<file path="src/hdl/atht_pkg.sv">
// ----------------------------------------------------------------------------
// Allocation tracker package
// Shared types, codes, constants and saturating arithmetic helpers.
// ----------------------------------------------------------------------------
package atht_pkg;

  localparam int unsigned HOME_W  = 20;
  localparam int unsigned BYTES_W = 48;
  localparam int unsigned COUNT_W = 32;

  localparam logic [31:0] HASH_MULT = 32'd2654435761;

  localparam logic FUNC_ALLOC = 1'b0;
  localparam logic FUNC_FREE  = 1'b1;

  typedef enum logic [1:0] {
    ST_DONE    = 2'd0,
    ST_IGNORED = 2'd1,
    ST_FULL    = 2'd2
  } status_e;

  typedef enum logic [1:0] {
    F_IDLE,
    F_MUL,
    F_MOD,
    F_PUSH
  } front_state_e;

  typedef enum logic [3:0] {
    B_CLEAR,
    B_IDLE,
    B_ADD,
    B_RD,
    B_CHK,
    B_SUB,
    B_SHRD,
    B_SHCHK,
    B_DONE
  } back_state_e;

  // One classified request on its way from the front to the back.
  typedef struct packed {
    logic              func;
    logic [31:0]       address;
    logic [31:0]       size;
    logic [4:0]        cls;
    logic [4:0]        phase;
    logic [HOME_W-1:0] home;
  } req_t;

  // Floor of log2; sizes zero and one both fall into class zero.
  function automatic logic [4:0] class_of(input logic [31:0] n);
    logic [4:0] c;
    c = '0;
    for (int b = 1; b < 32; b++) begin
      if (n[b]) c = 5'(b);
    end
    return c;
  endfunction

  function automatic logic [47:0] add_sat48(input logic [47:0] a, input logic [31:0] b);
    logic [48:0] s;
    s = {1'b0, a} + {17'd0, b};
    return s[48] ? '1 : s[47:0];
  endfunction

  function automatic logic [47:0] sub_floor48(input logic [47:0] a, input logic [31:0] b);
    return (a > {16'd0, b}) ? a - {16'd0, b} : '0;
  endfunction

  function automatic logic [31:0] inc_sat32(input logic [31:0] a);
    return (a == '1) ? a : a + 32'd1;
  endfunction

  function automatic logic [31:0] dec_floor32(input logic [31:0] a);
    return (a == '0) ? a : a - 32'd1;
  endfunction

endpackage

</file>
<file path="src/hdl/atht_fifo.sv">
// ----------------------------------------------------------------------------
// Allocation tracker request queue
// Two-entry queue that decouples the front end from the back end.
// ----------------------------------------------------------------------------
module atht_fifo import atht_pkg::*; (
  input  logic clk_i,
  input  logic rst_ni,
  input  logic push_i,
  input  req_t req_i,
  output logic full_o,
  input  logic pop_i,
  output logic valid_o,
  output req_t req_o
);

  req_t       ent_q [2];
  logic       wr_q;
  logic       rd_q;
  logic [1:0] cnt_q;

  assign full_o  = cnt_q == 2'd2;
  assign valid_o = cnt_q != 2'd0;
  assign req_o   = ent_q[rd_q];

  // Pointers and fill level.
  always_ff @(posedge clk_i or negedge rst_ni) begin
    if (!rst_ni) begin
      wr_q  <= 1'b0;
      rd_q  <= 1'b0;
      cnt_q <= 2'd0;
    end else begin
      if (push_i) wr_q <= ~wr_q;
      if (pop_i)  rd_q <= ~rd_q;
      cnt_q <= cnt_q + 2'(push_i) - 2'(pop_i);
    end
  end

  // Entry storage.
  always_ff @(posedge clk_i) begin
    if (push_i) ent_q[wr_q] <= req_i;
  end

endmodule

</file>
<file path="config.mk">
export PLATFORM = sky130hd
export DESIGN_NAME = atht_fifo
export DESIGN_NICKNAME = d
export VERILOG_FILES = /design/src/hdl/atht_pkg.sv /design/src/hdl/atht_fifo.sv
export SDC_FILE = /design/constraint.sdc
export NUM_CORES = 1
export LEC_CHECK = 0
export BUFFER_PORTS_ARGS = -buffer_cell sky130_fd_sc_hd__buf_2
export CORE_UTILIZATION = 56
export CTS_CLUSTER_SIZE = 10
export DETAILED_ROUTE_END_ITERATION = 7
export PLACE_DENSITY = 0.91
export SLEW_MARGIN = 20
export SYNTH_ARGS = -nofsm -noshare
export SYNTH_HDL_FRONTEND = slang
export SYNTH_SLANG_ARGS = --single-unit
</file>
<file path="constraint.sdc">
create_clock -name clk_i -period 10.3 [get_ports clk_i]
set_input_delay 1.03 -clock clk_i [delete_from_list [all_inputs] [get_ports clk_i]]
set_output_delay 1.03 -clock clk_i [all_outputs]
set_load 0.03 [all_outputs]
</file>
==> flow_metrics.py, run 1 <==
metrics = {
    "grt": {
        "grt_pass1_wl_um": 17500,
        "grt_use_total_pct": 18.3,
        "gr-total-overflow": 0,
        "grt_max_degree": 73,
        "grt_pass1_vias": 3642,
        "antenna_found_initial": 0,
    },
    "worst_setup_path": {
        "cp-end-kind": "output pin",
        "critical_path_arrival_ps": 2470,
        "required_ps": 9270,
        "cp-start-kind": "register",
        "crit_type": "reg2out",
        "crit_fanout": 53,
        "r2r_slack_ps": 8260,
    },
    "layout": {
        "drive_above_1_share_pct": 61.7,
        "stdcell_count": 704,
        "antennaDiodeCount": 0,
        "layout_commonest_cell": "buf_2",
        "fillers": 786,
        "nets": 620,
        "layout_common_cells": "195 x buf_2, 190 x edfxtp_1, 55 x mux2_2, 40 x mux2_4, 17 x clkbuf_16",
        "synthToLayoutAreaGrowth_pct": 22.9,
    },
    "place": {
        "dp.cells": 671,
        "gp_routability_congestion": 0.655,
        "port_buffers": 195,
        "place_ws_ps": 7030,
        "place_hpwl_um": 8140,
    },
    "cts": {
        "clock_path_buffers": 2,
        "holdBufCountCts": 0,
        "cts_resized": 0,
        "cts_max_level": 4,
        "cts_tree": "done",
        "clock-sinks": 194,
        "post-cts-setup-buffers": 0,
        "cts_buffers": 17,
        "root_buffer": "clkbuf_16",
        "clkSlewWorstSetupHoldPaths_ps": 60,
        "clk_latency_ps": 430,
    },
    "synthesis": {
        "synth_cell_types": 15,
        "avgSynthCellArea_um2": 23.3,
        "ys_ff_latch": 194,
        "synth_top_area_cell": "edfxtp_1",
        "yosys_warnings": 0,
        "synth_nets": 412,
        "synthTopCellsByArea": "edfxtp_1 79%, mux2_2 8.5%, mux2_4 8.3%",
        "synth_area_um2": 7260,
        "yosysTopAreaCellShare_pct": 78.6,
        "synth_cells": 311,
        "yosysSeqAreaShare_pct": 80.0,
    },
    "power": {
        "leakagePower_nw": 3.50,
        "powerDensity_nw_per_um2": 298,
        "switching_share_pct": 35.2,
        "ir_drop_mv": 0.166,
        "p_sw_w": 0.000935,
        "p_seq_share_pct": 41.7,
        "p_comb_share_pct": 36.0,
        "clkPwrFrac_pct": 22.3,
        "finalPower_w": 0.00266,
        "cellInternalPower_w": 0.00172,
    },
    "sta": {
        "whs_ps": 409,
        "relSlewSlack_pct": 54.8,
        "setup_tns_ps": 0,
        "hold_viol_final": 0,
        "setup-violations-final": 0,
        "setup_slack_ps": 6800,
        "fmax_ghz": 0.285,
        "drv_slew": 0,
        "worst_pin_slew_ps": 678,
        "period_needed_ps": 3500,
        "rsz0062_at_grt": "no",
        "fin_crit_sh_pct": 34.0,
        "worst_clock_skew_ps": 5.59,
    },
    "routing": {
        "drc_errors": 0,
        "wl_um": 12000,
        "first_pass_iters": 4,
        "drt_iter0_drc": 208,
        "wl_per_cell_um": 17.1,
        "drtAntennaViolNets": 0,
        "via_per_inst": 5.08,
        "vias": 3576,
    },
    "die": {
        "fp.dieH_um": 116,
        "die_x_um": 116,
        "core_area_um2": 12600,
        "die-area_um2": 13400,
        "initial_core_util_pct": 57.5,
        "rows": 41,
        "io_pins": 196,
    },
    "flow_run": {
        "drv_cap": 0,
    },
    "status": {
        "status": "complete, no violations",
    },
    "worst_hold_path": {
        "hp-class": "in2async",
    },
}
-- power groups by stage --
stage	clock [W]	combinational, W	sequential [W]
6_report	0.000592	0.000957	0.00111
4_1_cts	0.000604	0.000961	0.00111
3_5_place_dp	0	0.000958	0.00113
5_1_grt	0.000632	0.00101	0.00112
2_1_floorplan	0	0.000782	0.00111
3_3_place_gp	0	0.000943	0.00112
-- kinds of logic after synthesis --
| family | share of synthesized area, % |
|---|---|
| flip-flops | 80.0 |
| multiplexers | 16.8 |
| buffers and inverters | 1.91 |
| AND/OR/NAND/NOR | 0.345 |
| XOR/XNOR | 0.569 |
| adder cells (fa/ha/maj) | 0.345 |
-- worst max-delay path, stage by stage, from the launching register on --
cell,delay [ps]
dfrtp_4,660
buf_4,430
buf_16,320
mux2_2,390
buf_2,180
-- synthesized netlist by cell type --
| cell | instances |
|---|---|
| dfrtp_1 | 4 |
| xor3_1 | 1 |
| buf_6 | 1 |
| buf_2 | 5 |
| mux2_4 | 40 |
| and2_1 | 1 |
| buf_12 | 4 |
| or2_2 | 1 |
| nor2b_1 | 2 |
| mux2_2 | 55 |
| inv_1 | 2 |
| ha_1 | 2 |
| edfxtp_1 | 190 |
| buf_8 | 1 |
| xor2_1 | 2 |
-- worst paths after layout --
check	from	end	cells after the start
setup / recovery	rd_q$_DFFE_PN0P_	req_o[31]	4
hold / removal	rst_ni	cnt_q[0]$_DFF_PN0_	1
setup reg to reg	wr_q$_DFFE_PN0P_	ent_q[1][24]$_DFFE_PP_	2
hold reg to reg	wr_q$_DFFE_PN0P_	wr_q$_DFFE_PN0P_	1
max in group asynchronous	rst_ni	rd_q$_DFFE_PN0P_	1
min in group clk_i	wr_q$_DFFE_PN0P_	wr_q$_DFFE_PN0P_	1
-- per-stage QoR --
stage	cell area, um^2	util (%)
after floorplan	7260	-
after global placement	8360	66.2
after detailed placement	8360	66.2
after CTS	8890	70.5
after global routing	8920	70.7
final	8920	70.7
-- cell type report --
type	instances	area, um^2	share of cell area, %
Inverter	2	7.51	0.0842
Clock buffer	18	429	4.81
Clock inverter	14	104	1.16
Timing Repair Buffer	200	1030	11.6
Multi-Input combinational cell	104	1320	14.8
Sequential cell	194	5810	65.1
Tap cell	172	215	2.41
-- metal layers --
layer	vias to the layer above	routed length, um	global-route usage [%]
li1	1656	-	-
met1	1752	4550	20.1
met2	149	6410	32.1
met3	19	853	5.91
met4	0	233	9.06
met5	-	0	0
-- state kept, by name, indices dropped and copies added (netlist names) --
register	cells
cnt_q	2
ent_q	190
rd_q	1
wr_q	1
Note: power is estimated with default switching activity, not from simulation.
==> inputs of run 2 (changes only) <==
CORE_UTILIZATION = 52   (was 56)
PLACE_DENSITY = 0.86   (was 0.91)
clock period = 3.6 ns   (was 10.3 ns; I/O delays follow)
==> flow_metrics.py, run 2 (synthesis results as in run 1) <==
metrics = {
    "cts": {
        "cts_buffers": 17,
        "cts_max_level": 4,
        "clock_path_buffers": 2,
        "holdBufCountCts": 1,
        "clkSlewWorstSetupHoldPaths_ps": 70,
        "cts_resized": 0,
        "clk_latency_ps": 420,
        "clock-sinks": 194,
        "cts_tree": "done",
        "post-cts-setup-buffers": 0,
        "root_buffer": "clkbuf_16",
    },
    "place": {
        "port_buffers": 195,
        "place_hpwl_um": 8440,
        "postPlaceCellArea_um2": 8400,
        "gp_routability_congestion": 0.762,
        "dp.cells": 675,
    },
    "flow_run": {
        "drv_cap": 0,
    },
    "routing": {
        "wl_per_cell_um": 18.1,
        "wl_um": 12800,
        "via_per_inst": 5.01,
        "first_pass_iters": 4,
        "drc_errors": 0,
        "drtAntennaViolNets": 0,
        "vias": 3549,
        "drt_iter0_drc": 246,
    },
    "layout": {
        "synthToLayoutAreaGrowth_pct": 24.4,
        "top_register": "ent_q",
        "reg.largest.list": "ent_q: 190 flops, cnt_q: 2 flops",
        "layout_common_cells": "195 x buf_2, 190 x edfxtp_1, 55 x mux2_2, 40 x mux2_4, 17 x clkbuf_16",
        "fillers": 888,
        "fin_area_um2": 9030,
        "nets": 620,
        "drive_above_1_share_pct": 61.8,
        "antennaDiodeCount": 0,
        "stdcell_count": 708,
        "layout_commonest_cell": "buf_2",
        "largest_register_ffs": 190,
    },
    "worst_setup_path": {
        "required_ps": 3240,
        "crit_type": "reg2out",
        "cp_cell_sequence": "buf_4 > mux2_2 > buf_2",
        "cp-end-kind": "output pin",
        "cp-start-kind": "register",
        "crit_fanout": 42,
        "crit_cells": 3,
        "critPathSlowestCell": "buf_4",
        "crit_buf_inv": 2,
        "r2r_slack_ps": 1830,
        "max_stage_delay_ps": 510,
        "cp_top_family": "buffers and inverters",
        "critical_path_arrival_ps": 1990,
        "reg2regPathDepth": 2,
    },
    "sta": {
        "drv_slew": 0,
        "worst_pin_slew_ps": 686,
        "relSlewSlack_pct": 54.2,
        "setup_tns_ps": 0,
        "fmax_ghz": 0.426,
        "setup-violations-final": 0,
        "hold_viol_final": 0,
        "fin_crit_sh_pct": 65.2,
        "worst_clock_skew_ps": 11.6,
        "rsz0062_at_grt": "no",
        "period_needed_ps": 2350,
    },
    "die": {
        "die_x_um": 120,
        "die-area_um2": 14400,
        "rows": 42,
        "fp.dieH_um": 120,
        "initial_core_util_pct": 54.1,
        "io_pins": 196,
        "core_area_um2": 13400,
    },
    "grt": {
        "gr-total-overflow": 0,
        "grt_util_met3_pct": 5.32,
        "grt_use_total_pct": 18.4,
        "antenna_found_initial": 0,
        "grt_pass1_vias": 3738,
        "grt_util_met1_pct": 21.0,
        "grt_pass1_wl_um": 19300,
        "grt_max_degree": 96,
        "met2_usage_pct": 32.1,
        "top_usage_layer": "met2",
    },
    "worst_hold_path": {
        "hp-class": "in2reg",
        "min_path_cells": 1,
    },
    "power": {
        "ir_drop_mv": 0.549,
        "leakagePower_nw": 3.54,
        "powerDensity_nw_per_um2": 870,
    },
    "status": {
        "status": "complete, no violations",
    },
}
run 2: cell types whose count changed in the layout (fill, tap and decap cells not counted), moves of 2 or more:
cell        before  now
buf_12           0    3
buf_4            4    1
bufinv_16        0    3
clkinv_1         2    0
clkinv_4         3    1
clkinvlp_4       1    3
inv_6            6    4
run 2: power breakdown:
part | leakage (nW) | internal (W) | switching [W]
Combinational | 1.41 | 0.00104 | 0.00177
Clock | 0.293 | 0.00113 | 0.000801
Sequential | 1.83 | 0.00300 | 0.000117
run 2: layout make-up:
class	instances	area [um^2]	share of cell area (%)
inverter	2	7.51	0.0832
multi-input combinational	104	1320	14.6
clock buffer	19	443	4.91
timing repair buffer	200	1050	11.7
tap	176	220	2.44
clock inverter	13	173	1.91
sequential	194	5810	64.4
run 2: path summary, 6_finish.rpt:
kind,start,endpoint
worst max-delay path,rd_q$_DFFE_PN0P_,req_o[40]
worst min-delay path,req_i[29],ent_q[1][29]$_DFFE_PP_
worst max register to register,wr_q$_DFFE_PN0P_,ent_q[1][88]$_DFFE_PP_
worst min register to register,wr_q$_DFFE_PN0P_,wr_q$_DFFE_PN0P_
max in group asynchronous,rst_ni,rd_q$_DFFE_PN0P_
min in group asynchronous,rst_ni,rd_q$_DFFE_PN0P_
run 2: per-layer routing:
metal	routed length [um]	part of all wire [%]	vias up
li1	-	-	1647
met4	133	1.0	0
met1	4960	39	1751
met3	920	7.2	13
met2	6830	53	138
met5	0	0	-
run 2: through the flow:
stage | hold WS (ps) | worst slack (ps) | util, % | total power [W]
final | 124 | 1250 | 67.4 | 0.00786
after global routing | 97.0 | 1170 | 67.4 | 0.00817
after CTS | 101 | 1220 | 67.4 | 0.00794
after detailed placement | 172 | 1690 | 62.7 | 0.00601
after global placement | 171 | 1720 | 62.7 | 0.00592
after floorplan | 64.4 | 284 | - | 0.00539
