--- config.mk ---
export PLATFORM = sky130hd
export DESIGN_NAME = atht_front_flat
export DESIGN_NICKNAME = d
export VERILOG_FILES = /design/src/hdl/atht_pkg.sv /design/src/hdl/atht_if.sv /design/src/hdl/atht_front.sv /design/src/flat_wrapper.sv
export SDC_FILE = /design/constraint.sdc
export NUM_CORES = 1
export LEC_CHECK = 0
export ABC_AREA = 1
export ABC_CLOCK_PERIOD_IN_PS = 10220
export BUFFER_PORTS_ARGS = -buffer_cell sky130_fd_sc_hd__buf_2
export CAP_MARGIN = 20
export CORE_ASPECT_RATIO = 1.1
export CORE_MARGIN = 4
export CORE_UTILIZATION = 45
export DETAILED_ROUTE_END_ITERATION = 12
export PLACE_DENSITY = 0.83
export SYNTH_ARGS = -nofsm -noshare
export SYNTH_HDL_FRONTEND = slang
export SYNTH_SLANG_ARGS = --single-unit
--- constraint.sdc ---
create_clock -name clk_i -period 10.22 [get_ports clk_i]
set_clock_uncertainty 0.1 [all_clocks]
set_input_delay 1.022 -clock clk_i [delete_from_list [all_inputs] [get_ports clk_i]]
set_output_delay 1.022 -clock clk_i [all_outputs]
set_load 0.02 [all_outputs]
--- src/hdl/atht_pkg.sv ---
// ----------------------------------------------------------------------------
// Allocation tracker package
// Shared types, codes, constants and saturating arithmetic helpers.
// ----------------------------------------------------------------------------
package atht_pkg;

  localparam int unsigned HOME_W  = 20;
  localparam int unsigned BYTES_W = 48;
  localparam int unsigned COUNT_W = 32;

  localparam logic [31:0] HASH_MULT = 32'd2654435761;

  localparam logic FUNC_ALLOC = 1'b0;
  localparam logic FUNC_FREE  = 1'b1;

  typedef enum logic [1:0] {
    ST_DONE    = 2'd0,
    ST_IGNORED = 2'd1,
    ST_FULL    = 2'd2
  } status_e;

  typedef enum logic [1:0] {
    F_IDLE,
    F_MUL,
    F_MOD,
    F_PUSH
  } front_state_e;

  typedef enum logic [3:0] {
    B_CLEAR,
    B_IDLE,
    B_ADD,
    B_RD,
    B_CHK,
    B_SUB,
    B_SHRD,
    B_SHCHK,
    B_DONE
  } back_state_e;

  // One classified request on its way from the front to the back.
  typedef struct packed {
    logic              func;
    logic [31:0]       address;
    logic [31:0]       size;
    logic [4:0]        cls;
    logic [4:0]        phase;
    logic [HOME_W-1:0] home;
  } req_t;

  // Floor of log2; sizes zero and one both fall into class zero.
  function automatic logic [4:0] class_of(input logic [31:0] n);
    logic [4:0] c;
    c = '0;
    for (int b = 1; b < 32; b++) begin
      if (n[b]) c = 5'(b);
    end
    return c;
  endfunction

  function automatic logic [47:0] add_sat48(input logic [47:0] a, input logic [31:0] b);
    logic [48:0] s;
    s = {1'b0, a} + {17'd0, b};
    return s[48] ? '1 : s[47:0];
  endfunction

  function automatic logic [47:0] sub_floor48(input logic [47:0] a, input logic [31:0] b);
    return (a > {16'd0, b}) ? a - {16'd0, b} : '0;
  endfunction

  function automatic logic [31:0] inc_sat32(input logic [31:0] a);
    return (a == '1) ? a : a + 32'd1;
  endfunction

  function automatic logic [31:0] dec_floor32(input logic [31:0] a);
    return (a == '0) ? a : a - 32'd1;
  endfunction

endpackage

--- src/hdl/atht_if.sv ---
// ----------------------------------------------------------------------------
// Allocation tracker channels
// Valid/ready channels for event requests and for result items.
// ----------------------------------------------------------------------------
interface atht_in_if;
  logic        valid;
  logic        ready;
  logic        func;
  logic [31:0] address;
  logic [31:0] size;

  modport source (output valid, func, address, size, input ready);
  modport sink   (input valid, func, address, size, output ready);
endinterface


--- src/hdl/atht_front.sv ---
// ----------------------------------------------------------------------------
// Allocation tracker front end
// Accepts event requests, works out size class, phase tag and home slot.
// ----------------------------------------------------------------------------
module atht_front import atht_pkg::*; #(
  parameter int unsigned TABLE_SLOTS = 1024,
  parameter int unsigned NUM_PHASES  = 32
) (
  input  logic       clk_i,
  input  logic       rst_ni,
  atht_in_if.sink    in_i,
  input  logic [4:0] phase_i,
  input  logic       clear_busy_i,
  input  logic       full_i,
  output logic       push_o,
  output req_t       req_o
);

  localparam int unsigned IW      = $clog2(TABLE_SLOTS);
  localparam bit          IS_POW2 = (TABLE_SLOTS & (TABLE_SLOTS - 1)) == 0;
  localparam int unsigned SH      = 31 + IW;
  localparam logic [31:0] RECIP   = 32'((64'd1 << SH) / 64'(TABLE_SLOTS));
  localparam logic [31:0] SLOTS32 = 32'(TABLE_SLOTS);

  front_state_e   state_q, state_d;
  req_t           req_q;
  logic [31:0]    prod_q;
  logic [63:0]    qprod_q;
  logic [IW:0]    rem_q;
  logic [4:0]     cnt_q;
  logic [31:0]    quot;
  logic [IW:0]    rem_fix;
  logic           accept;

  // Reciprocal quotient estimate, low by at most one, and its correction.
  always_comb begin
    quot    = 32'(qprod_q >> SH);
    rem_fix = (rem_q >= (IW+1)'(TABLE_SLOTS)) ? rem_q - (IW+1)'(TABLE_SLOTS) : rem_q;
  end

  // Next state.
  always_comb begin
    state_d = state_q;
    unique case (state_q)
      F_IDLE:  if (in_i.valid && !clear_busy_i) state_d = F_MUL;
      F_MUL:   state_d = F_MOD;
      F_MOD:   if (IS_POW2 || cnt_q == 5'd2) state_d = F_PUSH;
      F_PUSH:  if (!full_i) state_d = F_IDLE;
      default: state_d = F_IDLE;
    endcase
  end

  // Handshake outputs.
  always_comb begin
    in_i.ready = (state_q == F_IDLE) && !clear_busy_i;
    push_o     = (state_q == F_PUSH) && !full_i;
  end

  assign accept = in_i.valid && in_i.ready;
  assign req_o  = req_q;

  always_ff @(posedge clk_i or negedge rst_ni) begin
    if (!rst_ni) begin
      state_q <= F_IDLE;
    end else begin
      state_q <= state_d;
    end
  end

  // Request capture, hash multiply and slot reduction.
  always_ff @(posedge clk_i) begin
    if (accept) begin
      req_q.func    <= in_i.func;
      req_q.address <= in_i.address;
      req_q.size    <= in_i.size;
      req_q.cls     <= class_of(in_i.size);
      req_q.phase   <= (32'(phase_i) < NUM_PHASES) ? phase_i : 5'd0;
    end
    if (state_q == F_MUL) begin
      prod_q <= {3'd0, req_q.address[31:3]} * HASH_MULT;
      cnt_q  <= '0;
    end
    if (state_q == F_MOD) begin
      if (IS_POW2) begin
        req_q.home <= HOME_W'(prod_q[IW-1:0]);
      end else begin
        cnt_q <= cnt_q + 5'd1;
        if (cnt_q == 5'd0) qprod_q <= {32'd0, prod_q} * {32'd0, RECIP};
        if (cnt_q == 5'd1) rem_q <= (IW+1)'(prod_q - quot * SLOTS32);
        if (cnt_q == 5'd2) req_q.home <= HOME_W'(rem_fix);
      end
    end
  end

endmodule

--- src/flat_wrapper.sv ---
// flat-port wrapper written by rule: the top's interface ports become plain ports
module atht_front_flat import atht_pkg::*;
#(
  parameter int unsigned TABLE_SLOTS = 1024,
  parameter int unsigned NUM_PHASES  = 32
)
  (clk_i, rst_ni, phase_i, clear_busy_i, full_i, push_o, req_o, in_i_valid, in_i_func, in_i_address, in_i_size, in_i_ready);
  atht_in_if in_i_i ();
  input  logic clk_i;
  input  logic rst_ni;
  input  logic [4:0] phase_i;
  input  logic clear_busy_i;
  input  logic full_i;
  output logic push_o;
  output req_t req_o;
  input wire logic [$bits(in_i_i.valid)-1:0] in_i_valid;
  input wire logic [$bits(in_i_i.func)-1:0] in_i_func;
  input wire logic [$bits(in_i_i.address)-1:0] in_i_address;
  input wire logic [$bits(in_i_i.size)-1:0] in_i_size;
  output wire logic [$bits(in_i_i.ready)-1:0] in_i_ready;
  assign in_i_i.valid = in_i_valid;
  assign in_i_i.func = in_i_func;
  assign in_i_i.address = in_i_address;
  assign in_i_i.size = in_i_size;
  assign in_i_ready = in_i_i.ready;
  atht_front #(.TABLE_SLOTS(TABLE_SLOTS), .NUM_PHASES(NUM_PHASES)) u_core (.clk_i(clk_i), .rst_ni(rst_ni), .in_i(in_i_i), .phase_i(phase_i), .clear_busy_i(clear_busy_i), .full_i(full_i), .push_o(push_o), .req_o(req_o));
endmodule
==> impl_metrics.csv, run 1 <==
group,metric,value,unit
floorplanning,fp.dieW,97.35,µm
placement,hpwl,6480,µm
routing,dr.first_iter.drc_count,88,
routing,wire_per_inst,14.58,µm
synthesis,synth_top_area_cell,"edfxtp_1",
routing,wl_met2,4147,µm
critical_path,startpoint_type,"flop",
placement,gp_congestion,0.7892,
critical_path,crit_path_top_delay_cell,"fa_1",
cts,cts_buffer_depth,2,
timing,period_minus_slack,3.675,ns
global_route,antenna_found_initial,0,
cts,cts_tree,"built",
synthesis,synth-seq-cells,97,
finish,area_growth,27.87,%
critical_path,cp_data_arrival_time,3.69,ns
critical_path,endpoint_kind,"flop",
routing,wl_met1,2999,µm
floorplanning,design.die.area,10350,µm²
placement,dpl_worst_slack,6.510,ns
synthesis,synth_seq_area_share,0.7346,
floorplanning,core,8452,µm²
global_route,grt_pass1_wl,12610,µm
synthesis,synth-warning-count,0,
timing,slew_viol_final,0,
finish,nets,545,
timing,finalWorstSetupSlack,6.545,ns
routing,wirelength,8166,µm
synthesis,synth_area_leaders,"edfxtp_1 (72%), ha_1 (7.0%), nand2_1 (4.4%), inv_1 (3.7%), xnor2_1 (2.2%)",
synthesis,ys.flop_type,"edfxtp_1",
critical_path,crit_fanout,5,
finish,fill_cells,694,
timing,tightest_slew,0.9285,ns
run,drv_cap,0,
timing,max_freq,272.1,MHz
synthesis,yosysTopAreaCellShare,0.7220,
cts,clock_sinks,97,
synthesis,syn_area,3951,µm²
finish,layout-drive-gt1-share,0.4165,
critical_path,path_cells,"ha_1, ha_1, ha_1, inv_1, fa_1, fa_1, inv_1, ha_1, a31o_2, xnor2_1, xnor2_1",
routing,detail-route-antenna-nets,0,
global_route,gr-total-overflow,0,
critical_path,crit_required,10.24,ns
timing,fin_crit_sh,0.3596,
outcome,status,"finished, final reports clean",
cts,htreeDepth,3,
timing,hold_viol_final,0,
pwr,finalPower,1.020,mW
synthesis,syn_avg_cell_area,14.53,µm²
critical_path,rrSetupSlack,6.54,ns
placement,placed_area,4870,µm²
synthesis,synth_edf_count,95,
worst_hold_path,hold_path_class,"primary input to async pin",
synthesis,ys_types,19,
floorplanning,std_cell_rows,35,
routing,route.detailed.drc,0,
cts,cts_buffers,9,
critical_path,path_class,"flop to flop",
timing,max_slew_margin,0.3810,
cts,cts_setup_buffers,0,
routing,drtPass1Iterations,4,
critical_path,critPathMostFrequentCell,"ha_1",
critical_path,r2r-end,"u_core.prod_q[9]",
floorplanning,io_pins,172,
timing,fin_tns_setup,0,ns
pwr,ir_drop,0.08375,mV
cts,cts-root-buf,"clkbuf_8",
pwr,p_leak,2.270,nW
critical_path,reg2regPathDepth,11,
global_route,grt_start_max_net_pins,76,
timing,rsz0062_at_grt,"false",
finish,stdcell_area,5052,µm²
global_route,grtUsageTotal,0.1574,
cts,clk_latency,0.35,ns
finish,num_antenna_cells,0,
cts,cts-resized-gates,0,
critical_path,critPathMaxStageDelay,0.52,ns
floorplanning,die_y,106.3,µm
synthesis,syn_inst,272,
routing,dr_wl_met3,795,µm
routing,top_layer_used,"met4",
pwr,powerDensity,201.8,nW/µm²
routing,viasPerCell,4.545,
floorplanning,start_util,0.4675,
synthesis,synth-async-reset-ratio,0.02062,
routing,via_count,2545,
global_route,grt_pass1_vias,2599,
cts,hold_buffers,0,
timing,setup_viol,0,
cts,clk_pin_slew,0.10,ns
critical_path,crit-reg2reg-launch,"u_core.req_o[66]",
placement,port_buffers,161,
[flip-flops by register name, indices dropped and copies added (netlist names)]
name            cells
u_core.req_o       85
u_core.state_q      2
u_core.prod_q      10
[how the worst max path moves through the flow]
| stage | startpoint | to | slack, ns | cells past startpoint |
|---|---|---|---|---|
| after floorplan | clear_busy_i | u_core.req_o[20] | 5.35 | 3 |
| after global placement | u_core.req_o[66] | u_core.prod_q[9] | 6.63 | 11 |
| after detailed placement | u_core.req_o[66] | u_core.prod_q[9] | 6.51 | 11 |
| after CTS | u_core.req_o[66] | u_core.prod_q[9] | 6.52 | 11 |
| after global routing | u_core.req_o[66] | u_core.prod_q[9] | 6.37 | 11 |
| final | u_core.req_o[66] | u_core.prod_q[9] | 6.54 | 11 |
[synth_stat cells, types with 2 or more instances]
cell type	number
inv_1	39
edfxtp_1	95
o21ai_0	3
nor4_1	2
buf_4	10
nor2_1	13
a21oi_1	3
nand3_1	9
fa_1	4
xnor2_1	10
nand2_1	46
inv_2	7
ha_1	22
xor2_1	2
dfrtp_1	2
nor3_1	2
[report_power, final]
| part | total (mW) | leakage [nW] | internal (mW) | switching [mW] |
|---|---|---|---|---|
| clock | 0.233 | 0.0929 | 0.0933 | 0.140 |
| combinational | 0.250 | 1.29 | 0.0900 | 0.160 |
| sequential | 0.537 | 0.890 | 0.519 | 0.0175 |
[through the flow]
stage,instances,util,hold slack [ns]
after detailed placement,544,0.5762,0.3045
after CTS,560,0.5978,0.3128
after floorplan,281,-,0.3003
after global routing,560,0.5978,0.3089
after global placement,544,0.5762,0.3009
final,560,0.5978,0.3270
[worst max-delay path, delay by kind of cell (launching register included)]
kind            cells  cell delay, ns
compound gates      1            0.25
xor+xnor            2            0.27
fa+ha+maj           6            2.23
buf+inv             2            0.10
flops               1            0.49
[layout make-up]
class	count	area [µm²]	area share
clock buffers	9	123.9	0.02452
clock inverters	7	58.81	0.01164
inverters	46	172.7	0.03418
multi-input cells	128	842.1	0.1667
flip-flops and latches	97	2903	0.5745
well taps	111	138.9	0.02749
repair buffers	162	813.3	0.1610
[cell usage in the layout (no fill, tap or decap)]
cell type,count
buf_4,1
dfrtp_1,2
clkbuf_8,9
nor4_1,2
fa_1,4
clkinvlp_4,1
clkinv_2,1
buf_2,161
xnor2_1,10
nor2_1,12
inv_6,4
inv_8,1
a31o_2,1
xor2_1,2
nor2_4,1
inv_2,7
nand2_1,46
nand3_1,9
inv_1,39
edfxtp_1,95
conb_1,10
o21ai_0,3
ha_1,22
a22o_1,1
nor3_1,2
a21oi_1,3
[routing by layer]
metal,GRT usage,up-vias
met1,0.1735,1159
li1,-,1241
met3,0.05840,18
met2,0.2717,127
met5,0,-
met4,0.07122,0
[kinds of logic (layout without fill, tap and decap cells)]
group           after synthesis  count (layout)  share of synthesized area
other cells                   1              10                  0.0009491
xor+xnor                     12              12                    0.02660
buf+inv                      56             224                    0.06270
compound gates                8               8                    0.01203
fa+ha+maj                    26              26                    0.08993
simple gates                 72              72                    0.07315
flops                        97              97                     0.7346
Note: power is estimated with default switching activity, not from simulation.
==> run 2, diff against run 1 <==
--- a/config.mk
+++ b/config.mk
@@ -5,15 +5,15 @@
 export SDC_FILE = /design/constraint.sdc
 export NUM_CORES = 1
 export LEC_CHECK = 0
-export ABC_AREA = 1
-export ABC_CLOCK_PERIOD_IN_PS = 10220
+export ABC_AREA = 0
+export ABC_CLOCK_PERIOD_IN_PS = 3200
 export BUFFER_PORTS_ARGS = -buffer_cell sky130_fd_sc_hd__buf_2
 export CAP_MARGIN = 20
 export CORE_ASPECT_RATIO = 1.1
 export CORE_MARGIN = 4
-export CORE_UTILIZATION = 45
+export CORE_UTILIZATION = 43
 export DETAILED_ROUTE_END_ITERATION = 12
-export PLACE_DENSITY = 0.83
+export PLACE_DENSITY = 0.84
 export SYNTH_ARGS = -nofsm -noshare
 export SYNTH_HDL_FRONTEND = slang
 export SYNTH_SLANG_ARGS = --single-unit
==> constraint.sdc (replaced) <==
create_clock -name clk_i -period 3.2 [get_ports clk_i]
set_clock_uncertainty 0.1 [all_clocks]
set_input_delay 0.32 -clock clk_i [delete_from_list [all_inputs] [get_ports clk_i]]
set_output_delay 0.32 -clock clk_i [all_outputs]
set_load 0.02 [all_outputs]
==> run 2 against run 1 <==
Compared with the run above: the flow now finishes with violations (negative setup slack); critical path depth unchanged; critical endpoint unchanged; utilization down 1.7 points; largest power group unchanged; synthesized area decreased by 0.51%; critical path type unchanged; sequential share of layout area down 1.2 points.
==> impl_metrics.csv, run 2 <==
group,metric,value,unit
outcome,status,"finished with violations",
outcome,violations,"negative setup slack",
worst_hold_path,hold_path_class,"primary input to flop",
pwr,powerDensity,691.6,nW/µm²
finish,num_antenna_cells,0,
finish,final_common_cell,"buf_2",
pwr,internal-power,2.449,mW
pwr,ir_drop,0.2670,mV
routing,viasPerCell,4.885,
routing,wire_per_inst,17.29,µm
placement,hpwl,6867,µm
floorplanning,core,8874,µm²
timing,period_minus_slack,3.350,ns
timing,fin_crit_sh,1.047,
synthesis,ys.flop_type,"edfxtp_1",
synthesis,synth_area_leaders,"edfxtp_1 (73%), ha_1 (7.0%), xnor2_1 (2.2%), fa_1 (2.0%), buf_4 (1.9%)",
global_route,antenna_found_initial,0,
global_route,gr-total-overflow,0,
pwr,p_comb_frac,0.292,
critical_path,crit_fanout,2,
floorplanning,fp.dieW,99.17,µm
timing,rsz0062_at_grt,"true",
run,drv_cap,0,
synthesis,ys_types,36,
finish,final_util,0.5811,
routing,via_count,2594,
pwr,finalPower,3.566,mW
cts,clk_pin_slew,0.09,ns
synthesis,ys_top_cells_by_count,"edfxtp_1 (95), ha_1 (22), inv_1 (17), nor2_1 (13)",
pwr,seq_power_share,0.491,
cts,cts_buffer_depth,2,
finish,final-seq-area,2903,µm²
synthesis,syn_avg_cell_area,16.87,µm²
synthesis,synth_most_common_cell,"edfxtp_1",
timing,max_freq,298.5,MHz
pwr,p_leak,2.126,nW
floorplanning,io_pins,172,
synthesis,syn_area,3931,µm²
placement,dpl_worst_slack,-0.2350,ns
finish,largest_reg_flops,85,
pwr,switchingPower,1.117,mW
routing,drtPass1Iterations,4,
floorplanning,die_y,108.3,µm
pwr,swShare,0.3132,
cts,clk_latency,0.35,ns
placement,port_buffers,161,
finish,stdcell_area,5156,µm²
floorplanning,design.die.area,10740,µm²
cts,cts-root-buf,"clkbuf_8",
timing,finalWorstSetupSlack,-0.1503,ns
floorplanning,std_cell_rows,36,
global_route,grt_pass1_vias,2631,
critical_path,path_class,"flop to flop",
critical_path,endpoint_kind,"flop",
synthesis,yosysTopAreaCellShare,0.7257,
placement,placed_area,4911,µm²
synthesis,synth_top_area_cell,"edfxtp_1",
floorplanning,start_util,0.4430,
finish,area_growth,31.16,%
synthesis,synth-warning-count,0,
critical_path,cp_data_arrival_time,3.36,ns
finish,nets,513,
synthesis,synth-seq-cells,97,
critical_path,startpoint_type,"flop",
cts,cts_tree,"built",
routing,route.detailed.drc,0,
routing,wirelength,9180,µm
finish,fill_cells,733,
synthesis,synth-async-reset-ratio,0.02062,
timing,slew_viol_final,0,
synthesis,synth_seq_area_share,0.7384,
pwr,clockPowerShare,0.216,
routing,dr.first_iter.drc_count,100,
global_route,grt_start_max_net_pins,54,
global_route,grt_pass1_wl,13540,µm
synthesis,syn_inst,233,
finish,fin_cells,531,
routing,detail-route-antenna-nets,0,
finish,final_cell_mix,"buf_2 (161), edfxtp_1 (95), ha_1 (19)",
finish,multi_input_area,975.9,µm²
placement,gp_congestion,0.7767,
critical_path,crit_required,3.21,ns
cts,clock_sinks,97,
synthesis,synth_edf_count,95,
cts,cts_buffers,9,
global_route,grtUsageTotal,0.1675,
placement,place_inst,513,
timing,hold_viol_final,0,
cts,htreeDepth,3,
timing,setup_viol,2,
finish,layout-drive-gt1-share,0.4700,
-- run 2: changes by cell type in the layout (fill, tap and decap cells not counted), moves of 3 or more --
cell | previous run | this run
o31ai_1 | 0 | 4
nand3_1 | 9 | 2
buf_4 | 1 | 5
inv_2 | 7 | 3
nor2b_1 | 0 | 4
or3_1 | 0 | 3
ha_1 | 22 | 19
inv_6 | 4 | 1
nand2b_1 | 0 | 3
nor4_1 | 2 | 5
inv_1 | 39 | 14
nand2_1 | 46 | 5
-- run 2: per-layer routing --
metal,GRT usage,up-vias,part of all wire
met5,0,-,0
met4,0.06049,0,0.014
met3,0.04516,10,0.079
met2,0.2908,116,0.54
met1,0.2008,1265,0.37
li1,-,1203,-
-- run 2: final cells by class --
type,count,area share
Sequential cell,97,0.5630
Multi-Input combinational cell,118,0.1893
Timing Repair Buffer,169,0.1716
Tap cell,114,0.02766
Clock buffer,11,0.02548
Inverter,17,0.01238
Clock inverter,5,0.01068
-- run 2: final timing paths --
path | startpoint | end | slack (ns) | depth (start not counted)
min in group asynchronous | rst_ni | u_core.state_q[0] | 0.17 | 2
setup reg to reg | u_core.req_o[66] | u_core.prod_q[9] | -0.15 | 11
hold / removal | phase_i[1] | u_core.req_o[21] | 0.03 | 1
max in group asynchronous | rst_ni | u_core.state_q[1] | 2.74 | 2
setup / recovery | u_core.req_o[66] | u_core.prod_q[9] | -0.15 | 11
hold reg to reg | u_core.prod_q[7] | u_core.req_o[7] | 0.33 | 0
-- run 2: power groups by stage --
stage          logic, mW  clock network (mW)  registers, mW
2_1_floorplan      0.442                   0           1.94
3_3_place_gp       0.901                   0           1.77
3_5_place_dp       0.954                   0           1.78
4_1_cts             1.04               0.787           1.76
5_1_grt             1.14               0.847           1.77
6_report            1.04               0.771           1.75
-- run 2: what timing repair did --
item,in CTS,in global routing
buffers inserted,1,0
pin swaps,9,2
endpoints found under the hold margin,2,0
gates resized for setup,7,2
hold buffers,1,0
endpoints found under the setup margin,2,2
-- run 2: through the flow --
stage	setup TNS [ns]	hold slack (ns)
after global placement	-0.1036	0.005455
after detailed placement	-0.2605	0.01164
after global routing	-0.3208	0.0006860
after CTS	-0.2863	0.008817
after floorplan	-0.1806	-0.07559
final	-0.1987	0.03262
-- run 2: cells by family after synthesis --
family	share of synthesized area
simple gates	0.06493
compound gates	0.04329
buf+inv	0.03533
xor+xnor	0.02673
other cells	0.0009539
flops	0.7384
fa+ha+maj	0.09039
-- run 2: worst max-delay path: stages (launching register included) --
cell and delay, ns:
edfxtp_1 0.41, ha_1 0.32, ha_1 0.28, ha_1 0.29
inv_2 0.04, fa_1 0.47, fa_1 0.52, inv_2 0.05
ha_4 0.27, a31oi_4 0.09, xnor2_2 0.15, xnor2_1 0.13
==> run 3, diff against run 2 <==
--- a/config.mk
+++ b/config.mk
@@ -14,6 +14,7 @@
 export CORE_UTILIZATION = 43
 export DETAILED_ROUTE_END_ITERATION = 12
 export PLACE_DENSITY = 0.84
+export SETUP_SLACK_MARGIN = 0.4
 export SYNTH_ARGS = -nofsm -noshare
 export SYNTH_HDL_FRONTEND = slang
 export SYNTH_SLANG_ARGS = --single-unit
==> run 3 against run 2 <==
Compared with the run above: the run still ends with negative setup slack left; sequential power is essentially flat; routed wire length about the same; cell area up 0.34%; die area is the same.
==> impl_metrics.csv, run 3 (same netlist as run 2, synthesis figures left out) <==
group,metric,value,unit
outcome,status,"finished with violations",
outcome,violations,"negative setup slack",
pwr,powerDensity,692.4,nW/µm²
critical_path,path_class,"flop to flop",
placement,gp_congestion,0.7548,
cts,cts-root-buf,"clkbuf_8",
pwr,switchingPower,1.116,mW
floorplanning,fp.dieW,99.17,µm
global_route,grt_pass1_vias,2632,
timing,setup_viol,2,
timing,max_freq,304.8,MHz
cts,cts_buffer_depth,2,
routing,drtPass1Iterations,5,
timing,finalWorstSetupSlack,-0.08035,ns
critical_path,startpoint_type,"flop",
floorplanning,std_cell_rows,36,
cts,cts_buffers,9,
finish,nets,517,
routing,via_count,2579,
placement,hpwl,7185,µm
timing,fin_crit_sh,1.025,
finish,multi_input_area,953.4,µm²
global_route,grtUsageTotal,0.1665,
pwr,p_comb_frac,0.291,
pwr,swShare,0.3115,
finish,num_antenna_cells,0,
pwr,seq_power_share,0.489,
cts,htreeDepth,3,
floorplanning,core,8874,µm²
floorplanning,design.die.area,10740,µm²
routing,dr.first_iter.drc_count,108,
cts,clk_latency,0.35,ns
critical_path,crit_fanout,3,
pwr,internal-power,2.466,mW
placement,port_buffers,161,
global_route,top_usage_layer,"met2",
critical_path,cp_data_arrival_time,3.29,ns
routing,viasPerCell,4.821,
global_route,grt_start_max_net_pins,48,
pwr,ir_drop,0.2287,mV
finish,final_cell_mix,"buf_2 (161), edfxtp_1 (95), ha_1 (21)",
finish,largest_reg_flops,85,
timing,slew_viol_final,0,
global_route,use_met3,0.04194,
global_route,gr-total-overflow,0,
critical_path,endpoint_kind,"flop",
timing,hold_viol_final,0,
finish,final_common_cell,"buf_2",
timing,rsz0062_at_grt,"true",
finish,fin_cells,535,
cts,clock_sinks,97,
timing,fin_tns_setup,-0.1347,ns
floorplanning,die_y,108.3,µm
global_route,grt_pass1_wl,13480,µm
routing,wire_per_inst,17.18,µm
timing,finalHoldWorstSlack,0.03105,ns
floorplanning,io_pins,172,
routing,route.detailed.drc,0,
cts,clk_pin_slew,0.10,ns
finish,layout-drive-gt1-share,0.4632,
finish,final-seq-area,2903,µm²
run,drv_cap,0,
floorplanning,start_util,0.4430,
cts,cts_tree,"built",
placement,dpl_worst_slack,-0.1231,ns
pwr,finalPower,3.582,mW
pwr,clockPowerShare,0.220,
timing,period_minus_slack,3.280,ns
finish,area_growth,31.60,%
global_route,grtUsageMet2,0.3037,
finish,fill_cells,722,
critical_path,crit_required,3.21,ns
routing,detail-route-antenna-nets,0,
global_route,met1_usage,0.1863,
placement,place_inst,513,
worst_hold_path,hold_path_class,"primary input to flop",
pwr,p_leak,2.142,nW
global_route,antenna_found_initial,0,
routing,wirelength,9189,µm
## run 3: cell types whose count changed in the layout (fill, tap and decap cells not counted), sizes merged
cell         before  now
buf             168  171
clkbuf           11   10
clkinv            2    1
clkinvlp          1    2
dlygate4sd3       1    2
inv              18   19
## run 3: path summary, 6_finish.rpt
check                                 startpoint                end  slack (ns)  cells after the start
worst max-delay path            u_core.req_o[68]   u_core.prod_q[9]       -0.08                     11
worst max register to register  u_core.req_o[68]   u_core.prod_q[9]       -0.08                     11
worst min-delay path            in_i_address[30]   u_core.req_o[92]        0.03                      1
max in group asynchronous                 rst_ni  u_core.state_q[0]        2.71                      2
worst min register to register  u_core.prod_q[8]    u_core.req_o[8]        0.33                      0
min in group asynchronous                 rst_ni  u_core.state_q[1]        0.19                      2
## run 3: what timing repair did
item / CTS / global route
buffers inserted: 3 / 1
pin swaps: 2 / 1
setup endpoints to repair: 2 / 3
hold buffers: 1 / 1
resized for setup: 2 / 1
hold endpoints to repair: 2 / 1
## run 3: worst max-delay path, cell delays in order (launching register included)
cell	delay (ns)
edfxtp_1	0.43
ha_1	0.30
ha_1	0.27
ha_1	0.27
inv_1	0.05
fa_1	0.44
fa_1	0.51
inv_2	0.05
ha_4	0.27
a31oi_4	0.08
xnor2_1	0.14
xnor2_1	0.12
## run 3: power groups by stage
stage,combinational (mW),sequential (mW),clock [mW]
after floorplan,0.445,1.94,0
after global placement,0.903,1.77,0
after detailed placement,0.971,1.78,0
after CTS,1.02,1.75,0.812
after global routing,1.13,1.77,0.878
final,1.04,1.75,0.790
## run 3: cell type report
| type | count | share of cell area |
|---|---|---|
| inverters | 17 | 0.01233 |
| well taps | 114 | 0.02757 |
| repair buffers | 173 | 0.1773 |
| multi-input cells | 118 | 0.1843 |
| clock buffers | 10 | 0.02467 |
| clock inverters | 6 | 0.01282 |
| flip-flops and latches | 97 | 0.5611 |
## run 3: per-stage QoR
step	util	instance area (µm²)
5_1_grt	0.5831	5174
3_3_place_gp	0.5534	4911
2_1_floorplan	-	3979
4_1_cts	0.5801	5147
6_report	0.5831	5174
3_5_place_dp	0.5534	4911
## run 3: per-layer routing
layer | up-vias | routed length [µm]
met3 | 13 | 707
met1 | 1233 | 3309
met4 | 0 | 144
met5 | - | 0
met2 | 119 | 5028
li1 | 1214 | -
